<file path="src/rtl/indexed_max_heap_queue_top_macros.svh">
// Assertion macros used by the indexed max-heap queue datapath.
`ifndef INDEXED_MAX_HEAP_QUEUE_TOP_MACROS_SVH
`define INDEXED_MAX_HEAP_QUEUE_TOP_MACROS_SVH

// Property that must hold at every clock edge out of reset.
`define IMH_ASSERT(lbl, prop, msg) \
  lbl: assert property (@(posedge clk_i) disable iff (!rst_ni) (prop)) else $error(msg);

// Condition that must never be true.
`define IMH_NEVER(lbl, cond, msg) `IMH_ASSERT(lbl, !(cond), msg)

`endif

</file>
<file path="src/rtl/imh_pkg.sv">
// Types, codes and controller/datapath command structs for the heap queue.
`default_nettype none
package imh_pkg;

  typedef struct packed {
    logic [1:0]  command;
    logic [9:0]  item_id;
    logic [30:0] new_key;
  } imh_in_t;

  typedef struct packed {
    logic [2:0]  status;
    logic [9:0]  removed_id;
    logic [30:0] removed_key;
    logic        was_present;
    logic [10:0] queue_count;
  } imh_out_t;

  localparam logic [1:0] CMD_INSERT   = 2'd0;
  localparam logic [1:0] CMD_INCREASE = 2'd1;
  localparam logic [1:0] CMD_DELETE   = 2'd2;

  localparam logic [2:0] ST_OK         = 3'd0;
  localparam logic [2:0] ST_PRESENT    = 3'd1;
  localparam logic [2:0] ST_ABSENT     = 3'd2;
  localparam logic [2:0] ST_NOT_RAISED = 3'd3;
  localparam logic [2:0] ST_EMPTY      = 3'd4;
  localparam logic [2:0] ST_FULL       = 3'd5;

  // heap memory read address select
  typedef enum logic [2:0] {
    HR_NONE, HR_ROOT, HR_LAST, HR_PARENT, HR_LEFT, HR_RIGHT
  } heap_rd_e;

  // key memory read address select
  typedef enum logic [1:0] {
    KR_NONE, KR_ID, KR_HEAP
  } key_rd_e;

  // heap / position map write select
  typedef enum logic [2:0] {
    WR_NONE, WR_CLR, WR_UP, WR_DN, WR_PLACE, WR_ZERO
  } wr_e;

  // datapath register loads
  typedef enum logic [3:0] {
    RG_NONE, RG_LOAD, RG_INS, RG_INC, RG_DEL_A, RG_DEL_B, RG_DEL_C, RG_DN_L, RG_DN_R
  } reg_e;

  typedef struct packed {
    heap_rd_e   hrd;
    key_rd_e    krd;
    logic       pos_rd;
    wr_e        wr;
    logic       key_wr;
    reg_e       rop;
    logic       st_set;
    logic [2:0] st;
    logic       ld_out;
  } imh_cmd_t;

  typedef struct packed {
    logic [1:0] command;
    logic       in_range;
    logic       present;
    logic       key_gt;
    logic       cnt_zero;
    logic       cnt_full;
    logic       at_root;
    logic       has_child;
    logic       has_right;
    logic       go_up;
    logic       go_dn;
    logic       clr_last;
    logic       out_free;
  } imh_stat_t;

endpackage
`default_nettype wire

</file>
<file path="src/rtl/imh_ctrl.sv">
// Controller: sequences the position-map clear after reset, lookup, sift-up, sift-down and result hand-off.
`default_nettype none
module imh_ctrl
  import imh_pkg::*;
(
  input  wire logic      clk_i,
  input  wire logic      rst_ni,
  input  wire logic      in_valid_i,
  output logic           in_ready_o,
  input  wire imh_stat_t stat_i,
  output imh_cmd_t       cmd_o
);

  typedef enum logic [4:0] {
    S_CLEAR, S_IDLE, S_LOOK, S_DECIDE, S_DEL_B, S_DEL_C,
    S_UP_CHK, S_UP_RDK, S_UP_CMP, S_UP_PLACE,
    S_DN_CHK, S_DN_RL, S_DN_RR, S_DN_CMP, S_DN_PLACE, S_DN_CLR, S_FIN
  } state_e;

  state_e state_q, state_d;

  always_ff @(posedge clk_i or negedge rst_ni) begin
    if (!rst_ni) begin
      state_q <= S_CLEAR;
    end else begin
      state_q <= state_d;
    end
  end

  assign in_ready_o = state_q == S_IDLE;

  always_comb begin
    state_d       = state_q;
    cmd_o         = '0;
    cmd_o.hrd     = HR_NONE;
    cmd_o.krd     = KR_NONE;
    cmd_o.wr      = WR_NONE;
    cmd_o.rop     = RG_NONE;
    cmd_o.st      = ST_OK;
    unique case (state_q)
      S_CLEAR: begin
        cmd_o.wr = WR_CLR;
        if (stat_i.clr_last) state_d = S_IDLE;
      end
      S_IDLE: begin
        if (in_valid_i) begin
          cmd_o.rop = RG_LOAD;
          state_d   = S_LOOK;
        end
      end
      S_LOOK: begin
        cmd_o.hrd    = HR_ROOT;
        cmd_o.krd    = KR_ID;
        cmd_o.pos_rd = 1'b1;
        state_d      = S_DECIDE;
      end
      S_DECIDE: begin
        cmd_o.st_set = 1'b1;
        state_d      = S_FIN;
        unique case (stat_i.command)
          CMD_INSERT: begin
            if (!stat_i.in_range) cmd_o.st = ST_ABSENT;
            else if (stat_i.present) cmd_o.st = ST_PRESENT;
            else if (stat_i.cnt_full) cmd_o.st = ST_FULL;
            else begin
              cmd_o.key_wr = 1'b1;
              cmd_o.rop    = RG_INS;
              state_d      = S_UP_CHK;
            end
          end
          CMD_INCREASE: begin
            if (!stat_i.present) cmd_o.st = ST_ABSENT;
            else if (!stat_i.key_gt) cmd_o.st = ST_NOT_RAISED;
            else begin
              cmd_o.key_wr = 1'b1;
              cmd_o.rop    = RG_INC;
              state_d      = S_UP_CHK;
            end
          end
          CMD_DELETE: begin
            if (stat_i.cnt_zero) cmd_o.st = ST_EMPTY;
            else begin
              cmd_o.hrd = HR_LAST;
              cmd_o.krd = KR_HEAP;
              cmd_o.rop = RG_DEL_A;
              state_d   = S_DEL_B;
            end
          end
          default: ;
        endcase
      end
      S_DEL_B: begin
        cmd_o.krd = KR_HEAP;
        cmd_o.rop = RG_DEL_B;
        state_d   = S_DEL_C;
      end
      S_DEL_C: begin
        cmd_o.rop = RG_DEL_C;
        state_d   = S_DN_CHK;
      end
      S_UP_CHK: begin
        if (stat_i.at_root) state_d = S_UP_PLACE;
        else begin
          cmd_o.hrd = HR_PARENT;
          state_d   = S_UP_RDK;
        end
      end
      S_UP_RDK: begin
        cmd_o.krd = KR_HEAP;
        state_d   = S_UP_CMP;
      end
      S_UP_CMP: begin
        if (stat_i.go_up) begin
          cmd_o.wr = WR_UP;
          state_d  = S_UP_CHK;
        end else begin
          state_d = S_UP_PLACE;
        end
      end
      S_UP_PLACE: begin
        cmd_o.wr = WR_PLACE;
        state_d  = S_FIN;
      end
      S_DN_CHK: begin
        if (stat_i.has_child) begin
          cmd_o.hrd = HR_LEFT;
          state_d   = S_DN_RL;
        end else begin
          state_d = S_DN_PLACE;
        end
      end
      S_DN_RL: begin
        cmd_o.rop = RG_DN_L;
        cmd_o.krd = KR_HEAP;
        if (stat_i.has_right) cmd_o.hrd = HR_RIGHT;
        state_d = S_DN_RR;
      end
      S_DN_RR: begin
        cmd_o.rop = RG_DN_R;
        if (stat_i.has_right) cmd_o.krd = KR_HEAP;
        state_d = S_DN_CMP;
      end
      S_DN_CMP: begin
        if (stat_i.go_dn) begin
          cmd_o.wr = WR_DN;
          state_d  = S_DN_CHK;
        end else begin
          state_d = S_DN_PLACE;
        end
      end
      S_DN_PLACE: begin
        cmd_o.wr = WR_PLACE;
        state_d  = S_DN_CLR;
      end
      S_DN_CLR: begin
        // removed id leaves the position map last
        cmd_o.wr = WR_ZERO;
        state_d  = S_FIN;
      end
      S_FIN: begin
        if (stat_i.out_free) begin
          cmd_o.ld_out = 1'b1;
          state_d      = S_IDLE;
        end
      end
      default: state_d = S_CLEAR;
    endcase
  end

endmodule
`default_nettype wire

</file>
<file path="config.mk">
export PLATFORM = sky130hd
export DESIGN_NAME = imh_ctrl
export DESIGN_NICKNAME = d
export VERILOG_FILES = /design/src/rtl/indexed_max_heap_queue_top_macros.svh /design/src/rtl/imh_pkg.sv /design/src/rtl/imh_ctrl.sv
export SDC_FILE = /design/constraint.sdc
export NUM_CORES = 1
export LEC_CHECK = 0
export ABC_CLOCK_PERIOD_IN_PS = 4800
export BUFFER_PORTS_ARGS = -buffer_cell sky130_fd_sc_hd__buf_2
export CORE_MARGIN = 2
export CORE_UTILIZATION = 45
export CTS_BUF_LIST = sky130_fd_sc_hd__clkbuf_4 sky130_fd_sc_hd__clkbuf_8
export DETAILED_ROUTE_END_ITERATION = 16
export GPL_TIMING_DRIVEN = 0
export PLACE_DENSITY = 0.86
export SLEW_MARGIN = 20
export SYNTH_ARGS = -nofsm -noshare
export SYNTH_HDL_FRONTEND = slang
export SYNTH_SLANG_ARGS = --single-unit
</file>
<file path="constraint.sdc">
create_clock -name clk_i -period 4.8 [get_ports clk_i]
set_input_delay 0.72 -clock clk_i [delete_from_list [all_inputs] [get_ports clk_i]]
set_output_delay 0.72 -clock clk_i [all_outputs]
set_load 0.03 [all_outputs]
</file>
After elaboration in Yosys (flattened, before gate mapping)
Cells that the tools add are included.

storage, ports and cells
  output and inout bits = 20
  flip-flop bits (word level) = 5
  logic and storage cells = 76
  bits of input ports = 17

cells by class
  reductions and logical operators = 6
  equality and inequality tests = 21
  multiplexer cells = 48

operators by type and width
  cell                                                 count
  case mux 5 bit (16 select lines)                     1
  two-way mux 5 bit                                    14
  equality test 5 x 4 -> 1 bit, second input constant  8
  case mux 3 bit (5 select lines)                      2
  two-way mux 3 bit                                    9
  case mux 4 bit (6 select lines)                      1
  equality test 5 x 3 -> 1 bit, second input constant  4
  two-way mux 4 bit                                    5
  case mux 5 bit (3 select lines)                      1
  two-way mux 2 bit                                    6
  case mux 4 bit (3 select lines)                      1
  equality test 5 x 2 -> 1 bit, second input constant  2
  case mux 3 bit (3 select lines)                      1
  case mux 2 bit (4 select lines)                      1
  != test 2 bit, second input constant                 3
  equality test 5 x 1 -> 1 bit, second input constant  1
  equality test 5 bit, second input constant           1
  zero test 5 bit                                      1
  two-way mux 1 bit                                    5
  OR reduction 2 bit                                   2
  AND reduction 3 bit                                  1
  OR reduction 3 bit                                   1
  equality test 2 x 1 -> 1 bit, second input constant  1
  equality test 2 bit, second input constant           1
  2 further kinds                                      2

Logic depth before layout (Yosys ltp)
Gate-level depths: netlist (run 1).

  depth after elaboration = 5
  gate-level depth with buffers = 6
  gate-level depth less buffers = 5

Least setup slack after synthesis (run 1)
Ideal clock, no wire load.

  kind = reg2out
  start = reg state_q[3]
  end = out cmd_o[15] (netlist bit)
  arrival time = 2.046 ns
  cell stages (with the launch flop) = 6
  setup slack = 2.034 ns
  cells stage by stage = dfrtp_1 > clkbuf_1 > buf_2 > nand2_1 > nor3_1 > a221o_1

RTL lines
  what                    line            text
  start, declared         imh_ctrl.sv:20  state_e state_q, state_d;
  start signal, assigned  imh_ctrl.sv:26  state_q <= state_d;
  end, declared           imh_ctrl.sv:11  output imh_cmd_t cmd_o

==> impl_metrics.yaml, run 1 <==
routing:
  wl_per_cell_um: 14.6
  via_count: 1106
  drtIter0Drc: 61
  drtPass1Iterations: 5
  drc: 0
  drt_wl_total_um: 2680
  via_per_inst: 6.04
  postRouteAntennaNets: 0
min_path:
  hold_path.class: "primary input to async pin"
pwr:
  p_clk_frac: 0.094
  power.switching_uw: 328
  powerDensity_nw_per_um2: 551
  ir_worst_vdd_uv: 272
  power.share.sequential: 0.118
  combPwrFrac: 0.788
  p_sw_frac: 0.570
  p_int_uw: 247
  power.leakage_uw: 0.000518
clock_tree:
  post-cts-setup-buffer-count: 0
  ctsHoldBuffers: 0
  cts_sinks: 5
  clockRootBuffer: "clkbuf_4"
  htree_levels: 1
  clk_latency_ns: 0.24
  cts_tree: "yes"
  cts-buffers-inserted: 3
  cts_resized: 0
  cts_max_path_buffers: 2
  clkTransAtPathRegs_ns: 0.04
global_routing:
  grt_max_degree: 11
  grt_pass1_wl_um: 4200
  grt_pass1_vias: 979
  grtUsageTotal: 0.268
  grt_overflow: 0
  antenna_found_initial: 0
yosys:
  synth_top_family_by_area: "simple AND/OR/NAND/NOR gates"
  yosysSeqAreaShare: 0.156
  synth-simple-area-share: 0.449
  synth.avg_cell_area_um2: 6.80
  synth_edf_count: 0
  yosys.area.top_type_share: 0.156
  synthAdderAreaFrac: 0
  synth-seq-cells: 5
  synthArstFlopShare: 1.00
  synthFlopType: "dfrtp_1"
  yosysUniqueCellTypes: 41
  syn_inst: 118
  netlist_area_um2: 802
  synth_compound_area_frac: 0.309
  synth_xor_area_frac: 0
  yosysTopAreaCell: "dfrtp_1"
  synth.area.top_cells: "dfrtp_1 (16%), a21oi_1 (7.5%), nand2b_1 (6.2%)"
  synth_nets: 135
  synth_mux_area_frac: 0.0125
  yosys_warnings: 0
layout:
  largest_register: "state_q"
  largest_reg_flops: 5
  layout_commonest_cell: "buf_2"
  fin_nets: 176
  largestRegisters: "state_q x5"
  area_growth_pct: 30.1
  final_cells: 183
  final_cell_mix: "buf_2 (38), a21oi_1 (12), nor2_1 (10)"
  drive_gt1_frac: 0.304
  num_antenna_cells: 0
critical_path:
  critPathArrivalTime_ns: 2.14
  path_class: "primary input to output port"
  cp_max_fo: 6
  worstSetupStartpointType: "primary input"
  worstSetupEndpointType: "output port"
  cp_data_required_time_ns: 4.08
timing:
  period_share: 0.596
  setup_viol: 0
  grt_setup_unrepaired: "no"
  hold_viol: 0
  fin_skew_ns: 0.000810
  timing.fmax_mhz: 350
  min_period_ns: 2.86
  hold-worst-slack_ns: 0.282
  final_max_slew_viol_count: 0
  setup_tns_ns: 0
  worst_pin_slew_ns: 0.467
  slew_headroom: 0.689
die:
  coreArea_um2: 1710
  io_pins: 37
  die_area_um2: 2140
  die_x_um: 46.2
  initial_core_util: 0.470
  num_rows: 15
  die_h_um: 46.2
place:
  hpwl_um: 2000
  port_buffers: 36
  place.gp.congestion: 0.931
  dp_cells: 179
job:
  maxCapViolations: 0
run_status:
  status: "finished, final reports clean"
==> power groups by stage <==
stage / Clock, µW / Sequential [µW] / Combinational (µW)
detailed placement: 0 / 68.3 / 441
finish: 53.8 / 67.9 / 453
global placement: 0 / 66.9 / 430
CTS: 54.0 / 67.6 / 444
floorplan: 0 / 65.4 / 336
global route: 59.2 / 69.5 / 486
==> per-layer routing <==
| layer | track usage | vias to the layer above | routed length (µm) |
|---|---|---|---|
| li1 | - | 516 | - |
| met1 | 0.356 | 502 | 1030 |
| met2 | 0.447 | 78 | 1360 |
| met3 | 0.0196 | 10 | 235 |
| met4 | 0.103 | 0 | 53 |
| met5 | 0 | - | 0 |
==> kinds of logic (layout without fill, tap and decap cells) <==
group | Yosys count | count (layout)
AOI/OAI and AO/OA | 35 | 35
buffers and inverters | 14 | 54
DFF | 5 | 5
muxes | 1 | 1
and+or+nand+nor | 63 | 63
==> worst max-delay path, cell delays in order <==
cell,delay [ns]
buf_2,0.13
or4b_1,0.54
a21oi_1,0.22
o211ai_1,0.11
a21oi_1,0.20
buf_2,0.22
==> worst paths after layout <==
| kind | from | endpoint | slack, ns | cells after the start |
|---|---|---|---|---|
| min reg2reg | state_q[4] | state_q[1] | 0.78 | 4 |
| max | stat_i[12] | cmd_o[6] | 1.94 | 6 |
| max in group asynchronous | rst_ni | state_q[3] | 4.40 | 1 |
| max reg2reg | state_q[0] | state_q[4] | 3.00 | 5 |
| min | rst_ni | state_q[0] | 0.28 | 1 |
| min in group clk_i | state_q[4] | state_q[1] | 0.78 | 4 |
==> Yosys cell counts (all sizes together), types with 2 or more instances <==
cell type,count
a21oi,13
nor2,10
nand2,8
nand2b,8
nand3,8
clkbuf,7
nor2b,7
dfrtp,5
inv,4
nor3,4
o21ai,4
and3,3
buf,3
nand3b,3
nor3b,3
o22ai,3
a21o,2
a32oi,2
o22a,2
o311ai,2
or3,2
==> cell type report <==
| class | count | area, µm² |
|---|---|---|
| Fill cell | 149 | 664 |
| Multi-Input combinational cell | 99 | 618 |
| Timing Repair Buffer | 36 | 180 |
| Sequential cell | 5 | 125 |
| Buffer | 10 | 43.8 |
| Tap cell | 25 | 31.3 |
| Clock buffer | 4 | 30.0 |
| Inverter | 4 | 15.0 |
==> stage by stage <==
stage / area, µm² / util / total power, µW / setup WS [ns]
final: 1040 / 0.611 / 575 / 1.94
after global routing: 1040 / 0.611 / 615 / 1.90
after CTS: 1040 / 0.611 / 566 / 1.97
after detailed placement: 1010 / 0.593 / 509 / 1.98
after global placement: 1010 / 0.593 / 497 / 1.98
after floorplan: 802 / - / 401 / 2.03
Note: power is estimated with default switching activity, not from simulation.
==> inputs of run 2 (changes only) <==
Settings changed: ABC_AREA set to 1, ABC_CLOCK_PERIOD_IN_PS 4800 to 3000, PLACE_DENSITY 0.86 to 0.88.
Clock period 4.8 ns to 3 ns, I/O delays scaled along.
==> run 2 against run 1 <==
Against the previous run:
- cell area is 8.5% lower
- non-clock buffer count decreased by 10
- total power grew 45%
- combinational power is 35% higher
- wire length down 16%
- clock skew barely moved
- sequential share of layout area is 1.1 points higher
- utilization increased by 2.3 points
- global-route usage is 2.9 points lower
- via count down 3.9%
- flip-flop and latch count did not move
- register-to-register slack got worse by 1.5 ns
- largest power group unchanged
==> impl_metrics.yaml, run 2 <==
run_status:
  status: "finished, final reports clean"
layout:
  largestRegisters: "state_q x5"
  largest_register: "state_q"
  area_growth_pct: 31.8
  largest_reg_flops: 5
  final_cells: 195
  fillers: 146
  multi_input_area_um2: 513
  drive_gt1_frac: 0.268
  layout_commonest_cell: "nand2_1"
  fin_nets: 197
  num_antenna_cells: 0
  seq_area_um2: 125
  final_cell_mix: "nand2_1 (43), buf_2 (36), nor2_1 (23)"
timing:
  setup_viol: 0
  min_period_ns: 2.16
  period_share: 0.721
  hold-worst-slack_ns: 0.00691
  worst_pin_slew_ns: 0.395
  fin_skew_ns: 0.000634
  timing.fmax_mhz: 462
  grt_setup_unrepaired: "no"
  slew_headroom: 0.736
  hold_viol: 0
  final_max_slew_viol_count: 0
  setup_tns_ns: 0
critical_path:
  cp_max_fo: 7
  cp_data_required_time_ns: 2.55
  cpPeakStageDelay_ns: 0.44
  worstSetupEndpointType: "output port"
  crit_slowest_cell: "dfrtp_1"
  path_class: "flop to output port"
  worstSetupStartpointType: "flop"
  critPathArrivalTime_ns: 1.71
  cp_cell_sequence: "inv_2, nand3_2, nor2_1, a21oi_1, o211ai_1, buf_2"
clock_tree:
  htree_levels: 1
  cts_max_path_buffers: 2
  cts-buffers-inserted: 3
  ctsHoldBuffers: 0
  cts_tree: "yes"
  post-cts-setup-buffer-count: 0
  clockRootBuffer: "clkbuf_4"
  cts_sinks: 5
  clk_latency_ns: 0.24
  cts_resized: 0
  clkTransAtPathRegs_ns: 0.04
die:
  initial_core_util: 0.481
  io_pins: 37
  coreArea_um2: 1510
  die_h_um: 44.1
  num_rows: 14
  die_area_um2: 1950
  die_x_um: 44.1
routing:
  drc: 0
  wl_per_cell_um: 11.5
  drtPass1Iterations: 4
  postRouteAntennaNets: 0
  via_per_inst: 5.45
  drtIter0Drc: 54
  via_count: 1063
  drt_wl_total_um: 2240
yosys:
  yosysSeqAreaShare: 0.173
  synth.most_common_cell: "nand2_1"
  syn_inst: 139
  yosysUniqueCellTypes: 17
  synth.avg_cell_area_um2: 5.21
  synthFlopType: "dfrtp_1"
  synthTopCellsByCount: "nand2_1 (43), nor2_1 (23), inv_1 (20)"
  synth_nets: 156
  yosys_warnings: 0
  netlist_area_um2: 724
  yosys.area.top_type_share: 0.223
  synthArstFlopShare: 1.00
  yosysTopAreaCell: "nand2_1"
  synth_edf_count: 0
  synth.area.top_cells: "nand2_1 (22%), dfrtp_1 (17%), nor2_1 (12%)"
  synth-seq-cells: 5
pwr:
  finalPower_uw: 833
  power.leakage_uw: 0.000661
  ir_worst_vdd_uv: 422
  powerDensity_nw_per_um2: 873
global_routing:
  grt_max_degree: 8
  antenna_found_initial: 0
  grt_overflow: 0
  grt_pass1_wl_um: 3590
  grt_pass1_vias: 921
  grtUsageTotal: 0.239
place:
  dp_cells: 191
  port_buffers: 36
  place.gp.congestion: 0.884
  hpwl_um: 1830
min_path:
  hold_path.class: "primary input to async pin"
job:
  maxCapViolations: 0
run 2: cell count changes after synthesis, sizes merged, moves of 5 or more:
cell    previous run  this run
nor2b              7         0
a21oi             13         8
nand3              8        16
nor2              10        27
inv                4        23
nand4              1         6
clkbuf             7         0
nand2b             8         0
nand2              8        43
run 2: worst paths after layout:
path                             from          to  slack (ns)  cells after the start
setup / recovery           state_q[4]    cmd_o[5]        0.84                      6
min in group clk_i          stat_i[6]  state_q[3]        0.48                      3
max in group asynchronous      rst_ni  state_q[0]        2.87                      1
hold / removal                 rst_ni  state_q[3]       0.007                      1
setup reg to reg           state_q[1]  state_q[0]        1.55                      8
hold reg to reg            state_q[4]  state_q[4]        0.77                      2
run 2: critical path: cells and delay by family, from the launching register on:
family                 cells  cell delay [ns]
buffers and inverters      2             0.36
flip-flops                 1             0.44
AO/OA/AOI/OAI              2             0.22
AND/OR/NAND/NOR            2             0.44
run 2: through the flow:
stage | util | cell area [µm²] | setup slack (ns)
CTS | 0.634 | 955 | 0.883
finish | 0.634 | 955 | 0.837
detailed placement | 0.614 | 925 | 1.15
global route | 0.634 | 955 | 0.750
floorplan | - | 724 | 1.02
global placement | 0.614 | 925 | 1.13
run 2: power by group:
group          internal, µW  switching [µW]
Clock                  59.3            28.2
Combinational           173             437
Sequential             94.0            41.1
run 2: layer usage:
layer  GRT usage  vias up  share of wire
met3      0.0245        2          0.096
li1            -      530              -
met4      0.0727        0         0.0049
met1       0.288      472           0.37
met5           0        -              0
met2       0.441       59           0.53
run 2: kinds of logic (layout without fill, tap and decap cells):
logic type,count (synthesis),in the layout,synth area share
and+or+nand+nor,99,99,0.618
buffers and inverters,23,63,0.119
AOI/OAI and AO/OA,12,12,0.0898
DFF,5,5,0.173
run 2: layout make-up:
cell class,instances,area share
flip-flops and latches,5,0.131
clock buffers,4,0.0315
multi-input cells,111,0.537
well taps,16,0.0210
inverters,23,0.0904
repair buffers,36,0.189
==> inputs of run 3 (changes only) <==
Settings changed: ABC_AREA 1 to 0, ABC_CLOCK_PERIOD_IN_PS 3000 to 1800, CORE_UTILIZATION 45 to 43, PLACE_DENSITY 0.88 to 0.86.
Clock period 3 ns to 1.8 ns, I/O delays scaled along.
==> run 3 against run 2 <==
Against the previous run:
- the run now ends with negative setup slack left
- die area is 14% higher
- clock-buffer cell count stayed put
- clock power is 79% higher
- critical endpoint is now cmd_o[2]
- highest routed layer unchanged
- cell count is 4.6% higher
- utilization is 30 points higher
- wire length is 120% higher
- global-route usage is 5.9 points higher
- non-clock buffer count is 31 higher
==> impl_metrics.yaml, run 3 (synthesis results as in run 1) <==
global_routing:
  grt_pass1_wl_um: 4710
  antenna_found_initial: 0
  grt_max_degree: 11
  grtUsageTotal: 0.298
  grt_pass1_vias: 1045
  grt_overflow: 0
critical_path:
  crit_slowest_cell: "or3_4"
  worstReg2RegEnd: "state_q[0]"
  cpPeakStageDelay_ns: 0.42
  path_class: "flop to output port"
  cp_max_fo: 10
  worstSetupStartpointType: "flop"
  path_delay_family: "simple AND/OR/NAND/NOR gates"
  critPathArrivalTime_ns: 1.89
  r2r_cells: 6
  r2r-start: "state_q[1]"
  setup.reg_to_reg.worst_slack_ns: -0.15
  worstSetupEndpointType: "output port"
  path_buf_inv: 2
  cp_data_required_time_ns: 1.53
  cp_cell_sequence: "buf_2, nand2b_4, or3_4, nor3b_4, buf_6"
place:
  place.gp.congestion: 0.871
  hpwl_um: 2100
  port_buffers: 36
  placed_area_um2: 1060
layout:
  area_growth_pct: 103
  final_cell_mix: "buf_6 (30), buf_2 (18), buf_4 (14)"
  final_area_um2: 1630
  largest_reg_flops: 5
  largest_register: "state_q"
  fillers: 61
  num_antenna_cells: 0
  multi_input_area_um2: 807
  fin_nets: 197
  layout_commonest_cell: "buf_6"
  drive_gt1_frac: 0.615
  largestRegisters: "state_q x5"
  seq_area_um2: 125
routing:
  dr_wl_met3_um: 609
  top_layer: "met4"
  drt_wl_total_um: 5040
  wl_per_cell_um: 24.7
  drtIter0Drc: 148
  drtPass1Iterations: 5
  postRouteAntennaNets: 0
  wl_met2_um: 2370
  wl_met1_um: 1700
  via_count: 1417
  via_per_inst: 6.95
  drc: 0
clock_tree:
  cts-buffers-inserted: 3
  cts_sinks: 5
  clkTransAtPathRegs_ns: 0.05
  clockRootBuffer: "clkbuf_4"
  clk_latency_ns: 0.26
  htree_levels: 1
  cts_tree: "yes"
  cts_max_path_buffers: 2
timing:
  setup_slack_ns: -0.355
  period_share: 1.20
  setup_viol: 23
  timing.fmax_mhz: 464
  fin_skew_ns: 0.00538
  grt_setup_unrepaired: "yes"
  final_max_slew_viol_count: 0
  hold-worst-slack_ns: 0.379
  slew_headroom: 0.593
  hold_viol: 0
  worst_pin_slew_ns: 0.610
  min_period_ns: 2.16
pwr:
  p_sw_frac: 0.503
  finalPower_uw: 2720
  ir_worst_vdd_uv: 1660
  p_int_uw: 1350
  power.share.sequential: 0.072
  power.leakage_uw: 0.000727
  combPwrFrac: 0.870
  powerDensity_nw_per_um2: 1670
  p_clk_frac: 0.058
  power.switching_uw: 1370
die:
  initial_core_util: 0.459
  die_x_um: 47.2
  coreArea_um2: 1750
  die_area_um2: 2230
  num_rows: 15
  io_pins: 37
  die_h_um: 47.2
min_path:
  hold_path.class: "primary input to async pin"
run_status:
  status: "finished with violations"
  violations: "negative setup slack"
job:
  maxCapViolations: 0
run 3: layout make-up:
| class | instances | share of cell area |
|---|---|---|
| Buffer | 9 | 0.0570 |
| Clock buffer | 4 | 0.0185 |
| Inverter | 4 | 0.0115 |
| Multi-Input combinational cell | 99 | 0.497 |
| Sequential cell | 5 | 0.0770 |
| Tap cell | 25 | 0.0192 |
| Timing Repair Buffer | 58 | 0.320 |
run 3: timing repair:
item / in CTS / in global routing
cloned: 0 / 2
buffers inserted: 7 / 12
endpoints found under the hold margin: 5 / 0
endpoints found under the setup margin: 20 / 22
pin swaps: 3 / 17
hold buffers: 1 / 0
gates resized for setup: 55 / 59
run 3: worst max-delay path by stage:
stage | startpoint | end | slack, ns | cells past startpoint
finish | state_q[4] | cmd_o[2] | -0.36 | 5
global placement | stat_i[12] | cmd_o[6] | -0.1 | 6
floorplan | state_q[3] | cmd_o[15] | -0.08 | 5
detailed placement | state_q[1] | cmd_o[10] | -0.13 | 5
global route | state_q[4] | cmd_o[2] | -0.37 | 5
CTS | state_q[2] | cmd_o[2] | -0.24 | 4
run 3: routing by layer:
| metal | vias to the layer above | global-route usage |
|---|---|---|
| met5 | - | 0 |
| met4 | 0 | 0.106 |
| met3 | 49 | 0.0769 |
| met2 | 170 | 0.490 |
| met1 | 638 | 0.377 |
| li1 | 560 | - |
run 3: power groups by stage:
stage | clock network (µW) | logic [µW] | registers (µW)
2_1_floorplan | 0 | 946 | 174
3_3_place_gp | 0 | 1190 | 180
3_5_place_dp | 0 | 1230 | 181
4_1_cts | 147 | 1640 | 174
5_1_grt | 166 | 2430 | 194
6_report | 157 | 2360 | 195
run 3: stage by stage:
stage	utilization	instances	TNS, ns	setup WS, ns
floorplan	-	118	-0.0781	-0.0767
CTS	0.769	191	-1.25	-0.238
finish	0.931	204	-3.57	-0.355
global placement	0.610	179	-0.379	-0.0976
detailed placement	0.610	179	-0.608	-0.126
global route	0.931	204	-4.33	-0.372
